`src/hw/rtl/nawm_pkg.sv`:
```
package nawm_pkg;

  // pattern character codes, one nibble each
  localparam logic [3:0] CODE_STAR  = 4'd10;
  localparam logic [3:0] CODE_QMARK = 4'd11;
  localparam logic [3:0] CODE_END   = 4'd15;

  // default number of pattern characters per part
  localparam int PATTERN_CHARS_DEF = 9;

  // decimal digits of a 16-bit number
  localparam int DIGITS = 5;
  localparam int BCD_W  = 4 * DIGITS;

  // address parts
  localparam int PARTS  = 4;
  localparam int PART_W = 16;

  // configuration port
  localparam int CFG_DATA_W = 64;
  localparam int CFG_ADDR_W = 5;

  // register indexes
  typedef enum logic [1:0] {
    REG_ZONE  = 2'd0,
    REG_NET   = 2'd1,
    REG_NODE  = 2'd2,
    REG_POINT = 2'd3
  } reg_idx_t;

  // input and output stream widths
  localparam int S_DATA_W = PARTS * PART_W;
  localparam int M_DATA_W = 8;

endpackage

```
`src/hw/rtl/node_address_wildcard_match_core.sv`:
```
// channel   | direction | handshake          | payload
// ----------+-----------+--------------------+-----------------------------------------
// s_axis    | in        | s_tvalid/s_tready  | s_tdata: zone, net, node, point (16 each)
// m_axis    | out       | m_tvalid/m_tready  | m_tdata: is_match (bit 0)
// apb cfg   | in        | psel/penable/pready| four 4*PATTERN_CHARS-bit pattern registers
//
// one address per cycle sustained while m_tready is high; each address goes from input
// transaction to result through two double-dabble stages of 8 bits each, one stage
// that classifies every pattern character, and one that resolves the first
// stopping character into the result register.
// rst is synchronous and clears the stage valid bits and sets every pattern to '*'.
// a stall on m_tready holds each full stage; a stage accepts when it is empty
// or the stage after it moves, so no address is lost or repeated.
module node_address_wildcard_match_core #(
  parameter int PATTERN_CHARS = nawm_pkg::PATTERN_CHARS_DEF
) (
  input  logic                            clk,
  input  logic                            rst,
  // input address stream
  input  logic                            s_tvalid,
  output logic                            s_tready,
  // fields from bit 0: addr_zone, addr_net, addr_node, addr_point
  input  logic [nawm_pkg::S_DATA_W-1:0]   s_tdata,
  // result stream
  output logic                            m_tvalid,
  input  logic                            m_tready,
  // fields from bit 0: is_match, then zero fill
  output logic [nawm_pkg::M_DATA_W-1:0]   m_tdata,
  // configuration port
  input  logic                            psel,
  input  logic                            penable,
  input  logic                            pwrite,
  input  logic [nawm_pkg::CFG_ADDR_W-1:0] paddr,
  input  logic [nawm_pkg::CFG_DATA_W-1:0] pwdata,
  output logic [nawm_pkg::CFG_DATA_W-1:0] prdata,
  output logic                            pready
);

  localparam int PAT_W  = 4 * PATTERN_CHARS;
  localparam int PARTS  = nawm_pkg::PARTS;
  localparam int PART_W = nawm_pkg::PART_W;
  localparam int BCD_W  = nawm_pkg::BCD_W;
  localparam int DIGITS = nawm_pkg::DIGITS;
  localparam int HALF_W = PART_W / 2;

  // eight shift-and-correct steps of double dabble
  function automatic logic [BCD_W-1:0] dd_half(input logic [BCD_W-1:0] bcd_in,
                                               input logic [HALF_W-1:0] bits);
    logic [BCD_W-1:0] b;
    b = bcd_in;
    for (int i = 0; i < HALF_W; i++) begin
      for (int d = 0; d < DIGITS; d++) begin
        if (b[4*d +: 4] >= 4'd5) b[4*d +: 4] = b[4*d +: 4] + 4'd3;
      end
      b = {b[BCD_W-2:0], bits[HALF_W-1-i]};
    end
    return b;
  endfunction

  // number of decimal digits without leading zeros, at least one
  function automatic logic [2:0] digit_len(input logic [BCD_W-1:0] bcd);
    logic [2:0] n;
    n = 3'd1;
    for (int d = 1; d < DIGITS; d++) begin
      if (bcd[4*d +: 4] != 4'd0) n = 3'(d + 1);
    end
    return n;
  endfunction

  // every nibble is a decimal digit
  function automatic logic bcd_ok(input logic [BCD_W-1:0] bcd);
    logic ok;
    ok = 1'b1;
    for (int d = 0; d < DIGITS; d++) begin
      if (bcd[4*d +: 4] > 4'd9) ok = 1'b0;
    end
    return ok;
  endfunction

  // pattern registers
  logic [PAT_W-1:0] pat [PARTS];
  logic             cfg_wr;
  logic [1:0]       cfg_idx;

  // pipeline registers
  logic              s1_v, s2_v, s3_v;
  logic [BCD_W-1:0]  s1_bcd [PARTS];
  logic [HALF_W-1:0] s1_lo  [PARTS];
  logic [BCD_W-1:0]  s2_bcd [PARTS];
  logic [PATTERN_CHARS-1:0] s3_stop [PARTS];
  logic [PATTERN_CHARS-1:0] s3_verd [PARTS];
  logic [PARTS-1:0]  s3_dflt;
  logic              s3_zskip;
  logic              s4_match;

  logic s1_ready, s2_ready, s3_ready, s4_ready;

  // stage 3 classification and stage 4 resolution
  logic [PATTERN_CHARS-1:0] stop_next [PARTS];
  logic [PATTERN_CHARS-1:0] verd_next [PARTS];
  logic [PARTS-1:0]         dflt_next;
  logic [PARTS-1:0]         part_ok;
  logic                     match_next;

  // apb write decode
  assign pready  = 1'b1;
  assign cfg_wr  = psel & penable & pwrite & pready;
  assign cfg_idx = paddr[4:3];

  always_ff @(posedge clk) begin
    if (rst) begin
      for (int p = 0; p < PARTS; p++) begin
        pat[p] <= {{(PAT_W-4){1'b1}}, nawm_pkg::CODE_STAR};
      end
    end else if (cfg_wr) begin
      unique case (nawm_pkg::reg_idx_t'(cfg_idx))
        nawm_pkg::REG_ZONE:  pat[nawm_pkg::REG_ZONE]  <= pwdata[PAT_W-1:0];
        nawm_pkg::REG_NET:   pat[nawm_pkg::REG_NET]   <= pwdata[PAT_W-1:0];
        nawm_pkg::REG_NODE:  pat[nawm_pkg::REG_NODE]  <= pwdata[PAT_W-1:0];
        nawm_pkg::REG_POINT: pat[nawm_pkg::REG_POINT] <= pwdata[PAT_W-1:0];
        default: ;
      endcase
    end
  end

  // apb read data
  assign prdata = nawm_pkg::CFG_DATA_W'(pat[cfg_idx]);

  // stage handshake chain
  assign s4_ready = !m_tvalid || m_tready;
  assign s3_ready = !s3_v || s4_ready;
  assign s2_ready = !s2_v || s3_ready;
  assign s1_ready = !s1_v || s2_ready;
  assign s_tready = s1_ready;

  // stage valid bits
  always_ff @(posedge clk) begin
    if (rst) begin
      s1_v     <= 1'b0;
      s2_v     <= 1'b0;
      s3_v     <= 1'b0;
      m_tvalid <= 1'b0;
    end else begin
      if (s1_ready) s1_v     <= s_tvalid;
      if (s2_ready) s2_v     <= s1_v;
      if (s3_ready) s3_v     <= s2_v;
      if (s4_ready) m_tvalid <= s3_v;
    end
  end

  // stage 1: high byte of each number into bcd
  always_ff @(posedge clk) begin
    if (s1_ready && s_tvalid) begin
      for (int p = 0; p < PARTS; p++) begin
        s1_bcd[p] <= dd_half('0, s_tdata[p*PART_W + HALF_W +: HALF_W]);
        s1_lo[p]  <= s_tdata[p*PART_W +: HALF_W];
      end
    end
  end

  // stage 2: low byte of each number into bcd
  always_ff @(posedge clk) begin
    if (s2_ready && s1_v) begin
      for (int p = 0; p < PARTS; p++) begin
        s2_bcd[p] <= dd_half(s1_bcd[p], s1_lo[p]);
      end
    end
  end

  // stage 3: per character, does the scan stop here and with what verdict
  always_comb begin
    logic [2:0] len;
    logic [3:0] ch;
    logic [3:0] dig;
    logic [2:0] idx;
    for (int p = 0; p < PARTS; p++) begin
      len = digit_len(s2_bcd[p]);
      dflt_next[p] = (PATTERN_CHARS >= int'(len));
      for (int c = 0; c < PATTERN_CHARS; c++) begin
        ch  = pat[p][4*c +: 4];
        dig = 4'd0;
        idx = 3'd0;
        if (c < int'(len)) begin
          idx = 3'(int'(len) - 1 - c);
          dig = s2_bcd[p][4*idx +: 4];
        end
        if (ch == nawm_pkg::CODE_END) begin
          stop_next[p][c] = 1'b1;
          verd_next[p][c] = (c == 0) || (c >= int'(len));
        end else if (ch == nawm_pkg::CODE_STAR) begin
          stop_next[p][c] = 1'b1;
          verd_next[p][c] = 1'b1;
        end else if ((c >= int'(len)) || ((ch != nawm_pkg::CODE_QMARK) && (ch != dig))) begin
          stop_next[p][c] = 1'b1;
          verd_next[p][c] = 1'b0;
        end else begin
          stop_next[p][c] = 1'b0;
          verd_next[p][c] = 1'b0;
        end
      end
    end
  end

  always_ff @(posedge clk) begin
    if (s3_ready && s2_v) begin
      for (int p = 0; p < PARTS; p++) begin
        s3_stop[p] <= stop_next[p];
        s3_verd[p] <= verd_next[p];
      end
      s3_dflt  <= dflt_next;
      s3_zskip <= (s2_bcd[nawm_pkg::REG_ZONE] == '0);
    end
  end

  // stage 4: first stopping character decides each part
  always_comb begin
    for (int p = 0; p < PARTS; p++) begin
      part_ok[p] = s3_dflt[p];
      for (int c = PATTERN_CHARS - 1; c >= 0; c--) begin
        if (s3_stop[p][c]) part_ok[p] = s3_verd[p][c];
      end
    end
    match_next = (s3_zskip || part_ok[nawm_pkg::REG_ZONE]) && part_ok[nawm_pkg::REG_NET]
                 && part_ok[nawm_pkg::REG_NODE] && part_ok[nawm_pkg::REG_POINT];
  end

  always_ff @(posedge clk) begin
    if (s4_ready && s3_v) s4_match <= match_next;
  end

  assign m_tdata = {{(nawm_pkg::M_DATA_W-1){1'b0}}, s4_match};

  // checks
  a_accept_fills_s1: assert property (@(posedge clk) disable iff (rst)
    s_tvalid && s_tready |=> s1_v)
    else $error("accepted address did not reach stage 1");

  a_empty_out_ready: assert property (@(posedge clk) disable iff (rst)
    !m_tvalid |-> s_tready)
    else $error("input stalled while the result stage is empty");

  a_bcd_digits: assert property (@(posedge clk) disable iff (rst)
    s2_v |-> bcd_ok(s2_bcd[0]) && bcd_ok(s2_bcd[1]) && bcd_ok(s2_bcd[2]) && bcd_ok(s2_bcd[3]))
    else $error("bcd conversion produced a nibble above nine");

  a_s2_hold: assert property (@(posedge clk) disable iff (rst)
    s2_v && !s3_ready |=> s2_v && $stable(s2_bcd[1]))
    else $error("stalled stage 2 lost its contents");

endmodule

```
`config.mk`:
```
export PLATFORM = sky130hd
export DESIGN_NAME = node_address_wildcard_match_core
export DESIGN_NICKNAME = d
export VERILOG_FILES = /design/src/hw/rtl/nawm_pkg.sv /design/src/hw/rtl/node_address_wildcard_match_core.sv
export SDC_FILE = /design/constraint.sdc
export NUM_CORES = 1
export LEC_CHECK = 0
export BUFFER_PORTS_ARGS = -buffer_cell sky130_fd_sc_hd__buf_4
export CAP_MARGIN = 20
export CELL_PAD_IN_SITES_DETAIL_PLACEMENT = 0
export CELL_PAD_IN_SITES_GLOBAL_PLACEMENT = 1
export CORE_MARGIN = 8
export CORE_UTILIZATION = 44
export CTS_CLUSTER_SIZE = 28
export DETAILED_ROUTE_END_ITERATION = 7
export GPL_TIMING_DRIVEN = 0
export HOLD_SLACK_MARGIN = 0.08
export PLACE_DENSITY = 0.81
export SYNTH_ARGS = -nofsm -noshare
export SYNTH_HDL_FRONTEND = slang
export SYNTH_SLANG_ARGS = --single-unit
```
`constraint.sdc`:
```
create_clock -name clk -period 6.6 [get_ports clk]
set_clock_uncertainty 0.15 [all_clocks]
set_input_delay 0.99 -clock clk [delete_from_list [all_inputs] [get_ports clk]]
set_output_delay 0.99 -clock clk [all_outputs]
set_load 0.02 [all_outputs]
```
After elaboration in Yosys (flattened, before gate mapping)

Memories as Yosys holds them, arrays and structs flattened.
Cells that the tools add are included.
W data, S select, Z words.

Register bits: 6
Bits in writable memories: 360
Bits of input ports: 140
Output and inout port bits: 75
Logic and storage cells: 1367
Memories kept: 6

Memories:

| memory  | depth | width | rd ports | clocked after memory_dff | wr ports | line                                   | RTL |
|---|---|---|---|---|---|---|---|
| pat     | 4     | 36    | 5        | 0                        | 4        | node_address_wildcard_match_core.sv:81 | `logic [PAT_W-1:0] pat [PARTS];` |
| s2_bcd  | 4     | 20    | 4        | 0                        | 4        | node_address_wildcard_match_core.sv:89 | `logic [BCD_W-1:0] s2_bcd [PARTS];` |
| s1_bcd  | 4     | 10    | 4        | 0                        | 4        | node_address_wildcard_match_core.sv:87 | `logic [BCD_W-1:0] s1_bcd [PARTS];` |
| s3_verd | 4     | 9     | 4        | 0                        | 4        | node_address_wildcard_match_core.sv:91 | `logic [PATTERN_CHARS-1:0] s3_verd [PARTS];` |
| s1_lo   | 4     | 8     | 4        | 0                        | 4        | node_address_wildcard_match_core.sv:88 | `logic [HALF_W-1:0] s1_lo [PARTS];` |
| s3_stop | 4     | 7     | 4        | 0                        | 4        | node_address_wildcard_match_core.sv:90 | `logic [PATTERN_CHARS-1:0] s3_stop [PARTS];` |

$add $sub $neg: 216
$lt $le $gt $ge: 244
Equality and inequality tests: 131
Shifts and indexed selects: 28
Multiplexer cells: 640
Bitwise gates (word level): 6
Reductions and logical operators: 90

Operators by type and width:

| cell                  | number |
|---|---|
| $mux W4               | 340 |
| $ge A4 B3 Y1 const B  | 172 |
| $add A4 B2 Y4 const B | 144 |
| $shiftx A20 B6 Y4     | 28 |
| $eq A4 B4 Y1 const B  | 72 |
| $mux W3               | 76 |
| $mux W1               | 216 |
| $mux W36              | 4 |
| $ne A4 B4 Y1          | 28 |
| $ne A4 B4 Y1 const B  | 28 |
| $add A3 B2 Y3 const B | 28 |
| $reduce_bool A4 Y1    | 16 |
| $sub A3 B3 Y3 const B | 16 |
| $ge A3 B3 Y1 const A  | 12 |
| $lt A3 B3 Y1 const A  | 12 |
| $logic_and A1 B1 Y1   | 35 |
| $logic_or A1 B1 Y1    | 33 |
| $add A3 B2 Y4 const B | 8 |
| $ge A4 B3 Y1 const AB | 8 |
| $ge A1 B3 Y1 const A  | 8 |
| $ge A2 B3 Y1 const A  | 8 |
| $ge A3 B3 Y1 const B  | 8 |
| $lt A1 B3 Y1 const A  | 8 |
| $lt A2 B3 Y1 const A  | 8 |
| other kinds (12)      | 39 |

Depth between registers and ports, before layout

Gate-level depths: netlist (run 1).

Depth after elaboration: 27
Mapped depth: 38
Depth with buffers taken out: 37

Least setup slack after synthesis (run 1)

OpenSTA, ideal clock, no wires.

Kind: reg-to-reg
From: mem s1_bcd[0][0] (netlist bit)
To: mem s2_bcd[0][8] (netlist bit) (data pin)
Library setup time: 0.264 ns
Arrival time: 6.317 ns
Data required time: 6.186 ns
Path slack: -0.130 ns
Cell stages (with the launch flop): 35
Buffers on the path: 0
Path through: edfxtp_1 inv_1 ha_1 nand2b_4 nor3b_2 a21oi_2 inv_2 ha_1 o21ai_0 a31oi_1 inv_2 ha_1 or2_1 o211ai_1 a21oi_1 a31oi_1 ha_1 maj3_1 nand2_1 a32oi_1 inv_1 ha_1 inv_1 a31o_2 o311ai_4 xnor2_1 inv_1 ha_1 or3_1 a21oi_1 a21oi_1 nor2_1 nand2b_1 o22ai_1 xor2_1

RTL lines:

| element     | line |
|---|---|
| from (decl) | node_address_wildcard_match_core.sv:87 |
| to (decl)   | node_address_wildcard_match_core.sv:89 |

==> flow_summary.toml, run 1 <==
[timing]
min_period_over_period = 0.9681
fmax_mhz = 156.5
rsz0062_at_grt = "yes"
max-slew-margin-rel = 0.2607
fin_crit_ns = 6.390
setup_ws_ns = 0.2102
final-setup-viol-count = 0
hold_violations = 0
tightestPinTransition_ns = 1.099
finalMaxSlewViolations = 0

[grt]
grt_first_pass_wirelength_um = 152700
grt_max_degree = 39
gr-total-overflow = 0
grt_usage = 0.2008
first_global_vias = 29770
grt_antenna_before_repair = 7

[logic_synthesis]
synth_area_per_cell_um2 = 8.831
synth.distinct_cells = 136
ys_seq_area_frac = 0.3040
synthCells = 4034
ys.flop_type = "edfxtp_1"
synth_edf_count = 358
synth-seq-cells = 362
ys_async_sr_fraction = 0
netlist_area_mm2 = 0.03562
synth_warnings = 0

[routing]
antenna_left = 0
first_iter_violations = 2195
routed_wl_um = 96070
vias_per_cell = 5.819
dr_total_vias = 32020
route.detailed.drc = 0
dr.pass1.iters = 6
wl_per_cell_um = 17.46

[status]
status = "finished, final reports clean"

[layout]
final_layout_size_suffix_gt1_frac = 0.2099
layout.nets = 4714
postLayoutCoreUtil = 0.5286
area_delta_synth_final_pct = 19.15

[setup_path]
slowest_delay_ns = 0.45
crit_top_cell = "ha_2"
crit_type = "reg -> reg"
cp.depth = 32
critPathBufInv = 3
crit_family = "compound AO/OA/AOI/OAI gates"
slowest_stage = "o211ai_1"
cp.required_ns = 6.78
crit_path_end_kind = "register"
worstPathMaxFanout = 5
start_kind = "register"
arrival_ns = 6.57
reg2reg_depth = 32

[floorplanning]
die_h_um = 300.5
initial_core_util = 0.4437
core_area_mm2 = 0.08029
pin_count = 215
row_count = 104
die_w_um = 300.5
die_area_mm2 = 0.09032

[clock_tree]
clk_path_buf_depth = 3
cts_tree = "done"
h-tree-depth = 2
hold_buffers = 0
cts-root-buf = "clkbuf_16"
numCtsBuffers = 45
cts_sinks = 362
clkLatencyLatePin_ns = 0.62
clkTransAtPathRegs_ns = 0.06

[hold_path]
hp-class = "reg -> reg"
hold_path_depth = 0

[placement]
pre_cts_ws_ns = -0.8767
place.gp.congestion = 0.9387
portBuffers = 147
dp_hpwl_um = 72610

[job]
max-cap-violations = 0
==> state kept, by name, summed over array words and instances, names as in the netlist, 28 cells and up <==
signal and flops:
s1_bcd 40, pat 144, s3_stop 28, s2_bcd 80, s3_verd 32, s1_lo 32
==> kinds of logic after synthesis <==
| kind of cell | Yosys count | share of synthesized area |
|---|---|---|
| simple gates | 1362 | 0.1952 |
| other cells | 2 | 0.0002108 |
| compound gates | 1256 | 0.2489 |
| fa+ha+maj | 171 | 0.05999 |
| buf+inv | 423 | 0.05012 |
| xor+xnor | 201 | 0.05332 |
| mux | 257 | 0.08830 |
| flops | 362 | 0.3040 |
==> per-layer routing <==
layer / vias to the layer above / track usage / share of wire
met5: - / 0 / 0.00023
met3: 161 / 0.03464 / 0.064
li1: 15980 / - / -
met4: 4 / 0.06695 / 0.033
met1: 15050 / 0.2606 / 0.44
met2: 828 / 0.3376 / 0.46
==> through the flow <==
step,cell area [um^2],hold WS (ns),instances,TNS [ns]
after global routing,42440,0.2675,5501,-1.307
after floorplan,35770,0.2503,4068,0
after CTS,40950,0.2576,5422,0
after detailed placement,38530,0.2552,5288,-30.12
after global placement,38200,0.2532,5275,-433.15
final,42440,0.2535,5502,0
==> timing repair <==
item                                    in CTS  in global routing
resized for setup                          106                206
pin swaps                                   32                 87
endpoints found under the setup margin      59                 60
setup buffers                               52                 80
==> path summary, 6_finish.rpt <==
path                                    from            to  slack [ns]
worst max-delay path            s1_bcd[1][4]  s2_bcd[1][7]        0.21
worst min-delay path             s1_lo[2][0]  s2_bcd[2][0]        0.25
worst max register to register  s1_bcd[1][4]  s2_bcd[1][7]        0.21
worst min register to register   s1_lo[2][0]  s2_bcd[2][0]        0.25
==> cells in the mapped netlist, types with 47 or more instances <==
cell type  count  area (um^2)
xor2_1        55        481.7
or3_1        121        757.0
nand3_1       94        470.5
edfxtp_1     358        10750
inv_1        219        822.0
o21ai_0      248         1241
nand2b_1      78        488.0
a21o_1        48        360.4
clkbuf_1     104        390.4
mux2i_1      172         1722
a31oi_1       53        331.6
nor3_1       127        635.6
nor2_1       289         1085
ha_1         170         2127
xnor2_1      130         1139
or2_2         52        325.3
o22ai_1       55        344.1
a22oi_1       47        352.8
a21oi_1      249         1246
nand2_1      328         1231
o211ai_1      63        473.0
==> layout by cell type (no fill, tap or decap), types with 118 or more instances in the layout <==
cell / count
edfxtp_1: 358
buf_4: 323
nand2_1: 319
nor2_1: 280
o21ai_0: 231
a21oi_1: 218
inv_1: 193
mux2i_1: 167
ha_1: 128
or3_1: 120
nor3_1: 118
==> area by class of cell <==
| cell class | count | area (um^2) |
|---|---|---|
| tap | 1060 | 1326 |
| multi-input combinational | 3283 | 24570 |
| fill | 7395 | 37840 |
| clock inverter | 29 | 389.1 |
| inverter | 237 | 893.4 |
| antenna | 2 | 5.005 |
| timing repair buffer | 293 | 2357 |
| sequential | 362 | 10830 |
| buffer | 182 | 892.1 |
| clock buffer | 54 | 1180 |
Power of run 1 is not shown: default switching activity piles up to over one toggle a cycle in this logic, so the estimate is an artifact.
==> run 2: changes to the inputs <==
Settings changed: BUFFER_PORTS_ARGS -buffer_cell sky130_fd_sc_hd__buf_4 to -buffer_cell sky130_fd_sc_hd__buf_2.
==> run 2 against run 1 <==
Final cell count up 0.16%. Flip-flop and latch count unchanged. Non-clock buffer count up 8. Worst setup slack better by 0.065 ns. Count of clock-buffer cells in the layout down 1. Via count up 0.30%. Critical path depth up 1. Core utilization down 0.43 points. Die area unchanged. Routed wire length up 1.1%. First-iteration DRC count down 4.0%. Sequential share of layout area up 0.21 points. Critical path type unchanged. Highest routed layer unchanged.
==> flow_summary.toml, run 2 (synthesized netlist as in run 1, its figures left out) <==
[grt]
grt_usage = 0.2005
first_global_vias = 29710
gr-total-overflow = 0
grt_max_degree = 39
grt_first_pass_wirelength_um = 152500
grt_antenna_before_repair = 9

[clock_tree]
clkLatencyLatePin_ns = 0.60
clkTransAtPathRegs_ns = 0.06
cts-root-buf = "clkbuf_16"
numCtsBuffers = 44
cts_tree = "done"
hold_buffers = 0
clk_path_buf_depth = 3
cts_sinks = 362
h-tree-depth = 2

[floorplanning]
pin_count = 215
row_count = 104
die_w_um = 300.5
core_area_mm2 = 0.08029
die_h_um = 300.5
initial_core_util = 0.4437
die_area_mm2 = 0.09032

[layout]
fillers = 7425
final_cell_mix = "358 x edfxtp_1, 316 x nand2_1, 282 x nor2_1"
regMostFlops = "pat"
area_delta_synth_final_pct = 18.17
layout.cells.non_filler = 5511
final_layout_size_suffix_gt1_frac = 0.2119
reg_top3 = "pat: 144 flops, s2_bcd: 80 flops, s1_bcd: 40 flops"
final_common_cell = "edfxtp_1"
largest_register_ffs = 144
layout.nets = 4721

[setup_path]
crit_type = "reg -> reg"
start_kind = "register"
arrival_ns = 6.50
slowest_delay_ns = 0.44
critPathBufInv = 7
crit_path_end_kind = "register"
crit_family = "compound AO/OA/AOI/OAI gates"
worstPathMaxFanout = 9
cp.required_ns = 6.78
crit_top_cell = "ha_2"
slowest_stage = "edfxtp_1"

[status]
status = "finished, final reports clean"

[timing]
final-setup-viol-count = 0
min_period_over_period = 0.9583
hold_violations = 0
rsz0062_at_grt = "yes"
tightestPinTransition_ns = 1.009
max-slew-margin-rel = 0.3213
finalMaxSlewViolations = 0
fmax_mhz = 158.1
fin_crit_ns = 6.325

[placement]
dpl.cell_count = 5289
place.gp.congestion = 0.9471
dp_hpwl_um = 72920
portBuffers = 147

[routing]
wl_per_cell_um = 17.62
antenna_left = 0
vias_per_cell = 5.827
dr.pass1.iters = 6
routed_wl_um = 97080
route.detailed.drc = 0
dr_total_vias = 32110
first_iter_violations = 2108

[hold_path]
hp-class = "reg -> reg"

[job]
max-cap-violations = 0
[run 2: cell types whose count changed in the layout (fill, tap and decap cells not counted), sizes merged]
cell	previous run	this run
buf	372	377
clkinvlp	2	6
inv	235	231
diode	2	5
bufinv	6	4
clkbuf	157	159
clkinv	23	24
[run 2: worst reg2reg max path: cells and delay by family, from the launching register on]
| kind | cells | cell delay [ns] |
|---|---|---|
| compound gates | 13 | 2.47 |
| fa+ha+maj | 6 | 1.24 |
| buf+inv | 7 | 0.79 |
| flops | 1 | 0.44 |
| simple gates | 4 | 0.42 |
| mux | 2 | 0.41 |
| xor+xnor | 1 | 0.12 |
[run 2: routing by layer]
metal | wire [um] | part of all wire | global-route usage | vias to the layer above
li1 | - | - | - | 15980
met1 | 42300 | 0.44 | 0.2646 | 15080
met2 | 45870 | 0.47 | 0.3400 | 889
met3 | 6014 | 0.062 | 0.02594 | 164
met4 | 2872 | 0.030 | 0.06296 | 4
met5 | 27 | 0.00028 | 0 | -
[run 2: what timing repair did]
action	in CTS	in global routing
setup buffers	47	91
cloned	0	0
setup endpoints to repair	56	60
gates resized for setup	95	221
pin swaps	29	90
[run 2: layout make-up]
class                      instances  area (um^2)  area share
inverter                         237        890.9     0.02116
clock inverter                    28        309.0    0.007342
buffer                           183        898.4     0.02134
timing repair buffer             300         2096     0.04979
antenna                            5        12.51   0.0002972
tap                             1060         1326     0.03151
sequential                       362        10830      0.2573
multi-input combinational       3283        24600      0.5843
clock buffer                      53         1135     0.02696
[run 2: final timing paths]
check                                   from           end  slack, ns  cells after the start
worst max register to register  s1_bcd[2][4]  s2_bcd[2][5]       0.28                     33
worst min register to register   s1_lo[2][0]  s2_bcd[2][0]       0.26                      0
worst min-delay path             s1_lo[2][0]  s2_bcd[2][0]       0.26                      0
worst max-delay path            s1_bcd[2][4]  s2_bcd[2][5]       0.28                     33
[run 2: metrics by stage]
| step | instance area, um^2 | utilization | setup TNS [ns] | setup slack [ns] | hold WS [ns] |
|---|---|---|---|---|---|
| 2_1_floorplan | 35770 | - | 0 | 0.008761 | 0.2503 |
| 3_3_place_gp | 37830 | 0.4712 | -423.60 | -2.460 | 0.2537 |
| 3_5_place_dp | 38210 | 0.4759 | -30.71 | -0.8832 | 0.2605 |
| 4_1_cts | 40420 | 0.5034 | -0.04327 | -0.04327 | 0.2569 |
| 5_1_grt | 42090 | 0.5242 | -0.9346 | -0.1106 | 0.2726 |
| 6_report | 42090 | 0.5243 | 0 | 0.2753 | 0.2571 |
Power of run 2 is left out for the same reason.
